$ cat src/pfs_pkg.sv
// Shared types, register indexes and fixed-point helpers of the path following
// steering core. Used by pfs_datapath, pfs_ctrl and the top-level core.
`default_nettype none

package pfs_pkg;

   localparam int unsigned AddrWidth = 5;

   localparam logic [2:0] REG_PATH_BEGIN_X = 3'd0;
   localparam logic [2:0] REG_PATH_BEGIN_Y = 3'd1;
   localparam logic [2:0] REG_PATH_END_X   = 3'd2;
   localparam logic [2:0] REG_PATH_END_Y   = 3'd3;
   localparam logic [2:0] REG_PATH_RADIUS  = 3'd4;
   localparam logic [2:0] REG_MAX_SPEED    = 3'd5;
   localparam logic [2:0] REG_MAX_FORCE    = 3'd6;
   localparam logic [2:0] REG_LOOKAHEAD    = 3'd7;

   localparam logic [30:0] MAX_SPEED_RESET = 31'd131072;
   localparam logic [30:0] MAX_FORCE_RESET = 31'd655;
   localparam logic [30:0] LOOKAHEAD_RESET = 31'd8192000;
   localparam logic signed [31:0] VEL_RESET = 32'sd150733;

   typedef struct packed {
      logic signed [31:0] begin_x;
      logic signed [31:0] begin_y;
      logic signed [31:0] end_x;
      logic signed [31:0] end_y;
      logic [30:0]        radius;
      logic [30:0]        speed;
      logic [30:0]        force_mag;
      logic [30:0]        look;
   } cfg_type;

   typedef enum logic [4:0] {
      OP_NONE,
      OP_TAKE,
      OP_ADV_POS,
      OP_SQ_X,
      OP_SQ_Y,
      OP_SQRT,
      OP_DIV_X,
      OP_DIV_X_WAIT,
      OP_DIV_Y,
      OP_DIV_Y_WAIT,
      OP_UNIT_ZERO,
      OP_FUT_MX,
      OP_FUT_AX,
      OP_FUT_AY,
      OP_FUT_D,
      OP_DOT_M1,
      OP_DOT_M2,
      OP_DOT_SUM,
      OP_CL_MX,
      OP_CL_MY,
      OP_AIM_X,
      OP_AIM_Y,
      OP_DIST,
      OP_SEEK_M1,
      OP_SEEK_M2,
      OP_SEEK_M3,
      OP_FRC_M1,
      OP_FRC_M2,
      OP_FRC_M3
   } op_type;

   typedef struct packed {
      op_type op;
      logic   load_out;
   } cmd_type;

   typedef struct packed {
      logic sqrt_done;
      logic sqrt_busy;
      logic div_done;
      logic div_busy;
      logic len_zero;
      logic len_over;
   } stat_type;

   function automatic logic signed [31:0] sat_add(input logic signed [31:0] a,
                                                  input logic signed [31:0] b);
      logic signed [32:0] s;
      s = {a[31], a} + {b[31], b};
      if (s[32] != s[31]) begin
         return s[32] ? 32'sh8000_0000 : 32'sh7fff_ffff;
      end
      return s[31:0];
   endfunction

   function automatic logic signed [31:0] sat_sub(input logic signed [31:0] a,
                                                  input logic signed [31:0] b);
      logic signed [32:0] s;
      s = {a[31], a} - {b[31], b};
      if (s[32] != s[31]) begin
         return s[32] ? 32'sh8000_0000 : 32'sh7fff_ffff;
      end
      return s[31:0];
   endfunction

   // divide by 2^16 toward zero, then clamp to 32 bits
   function automatic logic signed [31:0] qfix(input logic signed [65:0] p);
      logic signed [49:0] t;
      t = p[65:16];
      if (p[65] && (p[15:0] != 16'd0)) begin
         t = t + 50'sd1;
      end
      if (t > 50'sd2147483647) begin
         return 32'sh7fff_ffff;
      end
      if (t < -50'sd2147483648) begin
         return 32'sh8000_0000;
      end
      return t[31:0];
   endfunction

   function automatic logic signed [31:0] times10(input logic signed [31:0] p);
      return (p <<< 3) + (p <<< 1);
   endfunction

endpackage

`default_nettype wire

$ cat src/pfs_ctrl.sv
// Controller: sequences one tick or place request through the datapath.
// Depends on pfs_pkg for command and status types.
`default_nettype none

module pfs_ctrl import pfs_pkg::*; (
   input  wire logic     clock,
   input  wire logic     reset,
   input  wire logic     req_valid,
   input  wire logic     req_mode,
   output logic          req_ready,
   output logic          rsp_valid,
   input  wire logic     rsp_ready,
   input  wire stat_type stat,
   output cmd_type       cmd
);

   typedef enum logic [4:0] {
      S_IDLE, S_POS, S_SQX, S_SQY, S_SQRT, S_SQRT_WAIT,
      S_DIVX, S_DIVX_WAIT, S_DIVY, S_DIVY_WAIT, S_ZERO,
      S_FUT_MX, S_FUT_AX, S_FUT_AY, S_FUT_D,
      S_DOT_M1, S_DOT_M2, S_DOT_SUM, S_CL_MX, S_CL_MY, S_AIM_X, S_AIM_Y,
      S_DIST, S_SEEK_M1, S_SEEK_M2, S_SEEK_M3, S_FRC_M1, S_FRC_M2, S_FRC_M3,
      S_OUT
   } state_type;

   typedef enum logic [2:0] {
      CALL_VEL, CALL_PATH, CALL_DIST, CALL_TGT, CALL_SEEK
   } call_type;

   state_type state_ff, state_in, ret_state;
   call_type  call_ff, call_in;
   logic      rsp_valid_ff, rsp_valid_in;

   always_comb begin
      case (call_ff)
         CALL_VEL:  ret_state = S_FUT_MX;
         CALL_PATH: ret_state = S_DOT_M1;
         CALL_TGT:  ret_state = S_SEEK_M1;
         CALL_SEEK: ret_state = S_FRC_M1;
         default:   ret_state = S_OUT;
      endcase
   end

   always_comb begin
      state_in     = state_ff;
      call_in      = call_ff;
      rsp_valid_in = rsp_valid_ff && !rsp_ready;
      cmd.op       = OP_NONE;
      cmd.load_out = 1'b0;
      req_ready    = 1'b0;
      case (state_ff)
         S_IDLE: begin
            req_ready = 1'b1;
            if (req_valid) begin
               cmd.op   = OP_TAKE;
               state_in = req_mode ? S_OUT : S_POS;
            end
         end
         S_POS: begin
            cmd.op   = OP_ADV_POS;
            call_in  = CALL_VEL;
            state_in = S_SQX;
         end
         S_SQX: begin
            cmd.op   = OP_SQ_X;
            state_in = S_SQY;
         end
         S_SQY: begin
            cmd.op   = OP_SQ_Y;
            state_in = S_SQRT;
         end
         S_SQRT: begin
            cmd.op   = OP_SQRT;
            state_in = S_SQRT_WAIT;
         end
         S_SQRT_WAIT: begin
            if (stat.sqrt_done) begin
               if (call_ff == CALL_DIST) begin
                  state_in = S_DIST;
               end else if (stat.len_zero) begin
                  state_in = S_ZERO;
               end else begin
                  state_in = S_DIVX;
               end
            end
         end
         S_DIVX: begin
            cmd.op   = OP_DIV_X;
            state_in = S_DIVX_WAIT;
         end
         S_DIVX_WAIT: begin
            cmd.op = OP_DIV_X_WAIT;
            if (stat.div_done) begin
               state_in = S_DIVY;
            end
         end
         S_DIVY: begin
            cmd.op   = OP_DIV_Y;
            state_in = S_DIVY_WAIT;
         end
         S_DIVY_WAIT: begin
            cmd.op = OP_DIV_Y_WAIT;
            if (stat.div_done) begin
               state_in = ret_state;
            end
         end
         S_ZERO: begin
            cmd.op   = OP_UNIT_ZERO;
            state_in = ret_state;
         end
         S_FUT_MX: begin
            cmd.op   = OP_FUT_MX;
            state_in = S_FUT_AX;
         end
         S_FUT_AX: begin
            cmd.op   = OP_FUT_AX;
            state_in = S_FUT_AY;
         end
         S_FUT_AY: begin
            cmd.op   = OP_FUT_AY;
            state_in = S_FUT_D;
         end
         S_FUT_D: begin
            cmd.op   = OP_FUT_D;
            call_in  = CALL_PATH;
            state_in = S_SQX;
         end
         S_DOT_M1: begin
            cmd.op   = OP_DOT_M1;
            state_in = S_DOT_M2;
         end
         S_DOT_M2: begin
            cmd.op   = OP_DOT_M2;
            state_in = S_DOT_SUM;
         end
         S_DOT_SUM: begin
            cmd.op   = OP_DOT_SUM;
            state_in = S_CL_MX;
         end
         S_CL_MX: begin
            cmd.op   = OP_CL_MX;
            state_in = S_CL_MY;
         end
         S_CL_MY: begin
            cmd.op   = OP_CL_MY;
            state_in = S_AIM_X;
         end
         S_AIM_X: begin
            cmd.op   = OP_AIM_X;
            state_in = S_AIM_Y;
         end
         S_AIM_Y: begin
            cmd.op   = OP_AIM_Y;
            call_in  = CALL_DIST;
            state_in = S_SQX;
         end
         S_DIST: begin
            cmd.op = OP_DIST;
            if (stat.len_over) begin
               call_in  = CALL_TGT;
               state_in = S_SQX;
            end else begin
               state_in = S_OUT;
            end
         end
         S_SEEK_M1: begin
            cmd.op   = OP_SEEK_M1;
            state_in = S_SEEK_M2;
         end
         S_SEEK_M2: begin
            cmd.op   = OP_SEEK_M2;
            state_in = S_SEEK_M3;
         end
         S_SEEK_M3: begin
            cmd.op   = OP_SEEK_M3;
            call_in  = CALL_SEEK;
            state_in = S_SQX;
         end
         S_FRC_M1: begin
            cmd.op   = OP_FRC_M1;
            state_in = S_FRC_M2;
         end
         S_FRC_M2: begin
            cmd.op   = OP_FRC_M2;
            state_in = S_FRC_M3;
         end
         S_FRC_M3: begin
            cmd.op   = OP_FRC_M3;
            state_in = S_OUT;
         end
         S_OUT: begin
            if (!rsp_valid_ff || rsp_ready) begin
               cmd.load_out = 1'b1;
               rsp_valid_in = 1'b1;
               state_in     = S_IDLE;
            end
         end
         default: state_in = S_IDLE;
      endcase
   end

   always_ff @(posedge clock) begin
      if (reset) begin
         state_ff     <= S_IDLE;
         call_ff      <= CALL_VEL;
         rsp_valid_ff <= 1'b0;
      end else begin
         state_ff     <= state_in;
         call_ff      <= call_in;
         rsp_valid_ff <= rsp_valid_in;
      end
   end

   assign rsp_valid = rsp_valid_ff;

endmodule

`default_nettype wire

$ cat config.mk
export PLATFORM = sky130hd
export DESIGN_NAME = pfs_ctrl
export DESIGN_NICKNAME = d
export VERILOG_FILES = /design/src/pfs_pkg.sv /design/src/pfs_ctrl.sv
export SDC_FILE = /design/constraint.sdc
export NUM_CORES = 1
export LEC_CHECK = 0
export BUFFER_PORTS_ARGS = -buffer_cell sky130_fd_sc_hd__clkbuf_2
export CAP_MARGIN = 20
export CORE_ASPECT_RATIO = 1.25
export CORE_UTILIZATION = 49
export DETAILED_ROUTE_END_ITERATION = 10
export HOLD_SLACK_MARGIN = 0.02
export PLACE_DENSITY_LB_ADDON = 0.12
export SLEW_MARGIN = 0
export SYNTH_ARGS = -nofsm -noshare
export SYNTH_HDL_FRONTEND = slang
export SYNTH_SLANG_ARGS = --single-unit
$ cat constraint.sdc
create_clock -name clock -period 1.8 [get_ports clock]
set_input_delay 0.36 -clock clock [delete_from_list [all_inputs] [get_ports clock]]
set_output_delay 0.36 -clock clock [all_outputs]
set_load 0.01 [all_outputs]
==> impl_results.md <==
* Setup WS pre-CTS at -0.1003 ns
* Drt total wl at 3749 um
* Io pins at 19
* Ys flop type: dfxtp_1
* RSZ-0062 raised after global routing: true
* CP max FO at 8
* Clock transition at path regs at roughly 0.070 ns
* Grt ovf at 0
* Syn-to-layout area delta at 54.82%
* Pint at 1.471 mW
* Ant. Diodes at 0
* Final Max Slew Viols at 0
* Die Width at about 42 um
* Starting Density at between 50% and 60%
* Detailed Route Iter0 Violations at 65
* Vias at around 1.3k
* Post-synthesis sequential area ratio at 18.27%
* GRT Overall Usage at between 20% and 30%
* Gpl congestion at around 0.9
* Leakage at roughly 0.63 nW
* # setup viols final at 5
* Die footprint at approximately 0.0022 mm^2
* Global-route wire length before repair at slightly below 5000 um
* Min Hold Slack at 0.4140 ns
* Commonest non-fill, non-tap cell in the layout: buf_4
* Async SR Flop Fraction at 0%
* Max Cap Viol at 0
* FF-to-FF Start: state_ff[1]
* Arr. time, crit path at around 2.1 ns
* Syn Inst Count at 140
* Most frequent cells in the layout: 25 x buf_4, 18 x a21oi_1, 12 x clkbuf_2, 11 x nor2_1
* Power consumption at 2.931 mW
* WL/cell at around 19 um
* Worst hold start: rsp_ready
* Core Footprint at 0.001829 mm^2
* H-tree depth at 1
* Final min period at around 1.9 ns
* Syn avg cell area at 7.042 um^2
* Critical Path Source Type: flip-flop
* Clk root buf: clkbuf_4
* FMAX at between 500 and 600 MHz
* Slew @ Worst Pin at between 0.5 and 0.6 ns
* Final Skew at slightly above 0.009 ns
* Crit end category: flip-flop
* Logic pwr share at 79.9%
* Path type of the worst min-delay path: in -> reg
* # port buffers at 16
* Peak VDD IR at 1.263 mV
* Fin crit share at 105.7%
* Hold Vio Cnt, Final at 0
* Status: complete, but fails checks
* Routed vias/inst at around 6.6
* Sw Ratio at between 40% and 50%
* Sequential fraction of design power at ~15%
* Synth Register Bits at 9
* Initial antenna violation count at 0
* CTS tree: done
* Syn Std Cell Area at approximately 990 um^2
* Layout cells sized above 1 at between 40 and 50%
* DIE HEIGHT at ~52 um
* Post-synth top area share at between 10% and 20%
* Nets at between 150 and 200
* Psw at between 1 and 1.5 mW
* Pin count of the biggest net entering global routing at 19
* Syn nets at about 150
* Critical path origin: state_ff[1]
* PD cells at 1920 mW/mm^2
* Final Worst Setup Slack at -0.1029 ns
* Num rows at 17
* Rel. slew slack at about 63%
* Detailed placement HPWL at approximately 2200 um
* Worst-Skew Late Latency at between 0.2 and 0.3 ns
* Yosys warnings at 0
* Hold_buf cts at 0
* Critical Path RT at between 1.5 and 2 ns
* ANT nets after route at 0
* Area contributors post-synth: dfxtp_1 18%, a21oi_1 9.6%, nor2_1 4.9%, o21ai_0 4.1%, nor2b_1 3.8%
* Netlist cell types at 44
* Clock Power Share at 5.6%
* Max Buffers Root-to-Sink at 2
* Drt drc at 0
* Crit Path Class: reg -> reg
* Synth area leader: dfxtp_1
* Pre-antenna DRT Iters at 4
* Failing checks: negative setup slack
* # clock sinks at 9
* CTS buffer count at 3
* Vias in the first global route at ~1.1k
* Post-synth EDFFs at 0
* Final Core Density at roughly 83%
cell families (layout without fill, tap and decap cells):
| family | after synthesis | in the layout | synth area share [%] |
|---|---|---|---|
| compound gates | 55 | 55 | 40.10 |
| mux | 2 | 2 | 2.031 |
| buf+inv | 22 | 64 | 9.518 |
| simple gates | 50 | 50 | 28.30 |
| xor+xnor | 2 | 2 | 1.777 |
| flops | 9 | 9 | 18.27 |
path summary, 6_finish.rpt:
kind | to | slack (ns) | cells past startpoint
worst max-delay path | state_ff[3] | -0.10 | 8
worst min-delay path | rsp_valid | 0.41 | 3
worst max register to register | state_ff[3] | -0.10 | 8
worst min register to register | rsp_valid | 0.55 | 2
stage by stage:
stage                     cells  setup TNS (ns)  cell area, um^2
after floorplan             140               0            985.9
after global placement      187        -0.07072             1230
after detailed placement    187         -0.1578             1230
after CTS                   196        -0.08492             1404
after global routing        201         -0.7436             1526
final                       201         -0.3348             1526
power by group through the flow:
stage	logic (mW)	clock network (mW)	registers, mW
6_report	2.34	0.163	0.427
5_1_grt	2.49	0.171	0.437
4_1_cts	1.97	0.161	0.403
3_5_place_dp	1.65	0	0.381
3_3_place_gp	1.61	0	0.377
2_1_floorplan	1.09	0	0.336
synthesized netlist by cell type (3+ instances only):
| cell | count |
|---|---|
| a211oi_1 | 4 |
| a21oi_1 | 19 |
| a311oi_1 | 3 |
| a31oi_1 | 3 |
| buf_2 | 3 |
| clkbuf_1 | 7 |
| dfxtp_1 | 9 |
| inv_1 | 8 |
| nand2_1 | 9 |
| nand3_1 | 5 |
| nor2_1 | 13 |
| nor2b_1 | 6 |
| nor4bb_1 | 3 |
| o21ai_0 | 8 |
state kept, by name, summed over array words and instances (netlist names):
signal,count
state_ff,5
call_ff,3
rsp_valid,1
metal layers:
layer  part of all wire, %  up-vias  GRT usage (%)
met5                     0        -              0
met4                   3.3        0          17.19
met3                   7.3       15          2.431
met2                    49       80          49.74
met1                    40      618          36.69
li1                      -      608              -
layout make-up:
cell class	count	area [um^2]
fill	107	302.8
timing repair buffer	51	397.9
multi-input combinational	109	847.1
clock buffer	3	22.52
tap	19	23.77
sequential	9	196.4
clock inverter	1	5.005
inverter	9	33.78
repair_timing:
action / 4_1_cts / 5_1_grt
pin swaps: 12 / 5
resized for setup: 27 / 22
endpoints found under the setup margin: 10 / 12
hold endpoints to repair: 0 / 0
setup buffers: 6 / 5
worst max-delay path, cell delays in order, from the launching register on:
cell and delay, ns:
dfxtp_2 0.35, buf_6 0.13, buf_6 0.11, buf_12 0.12, inv_1 0.13, nand3_1 0.12
a31oi_1 0.41, a2111oi_1 0.11, o32ai_1 0.31
No activity file was read; power rests on OpenSTA's default activity.
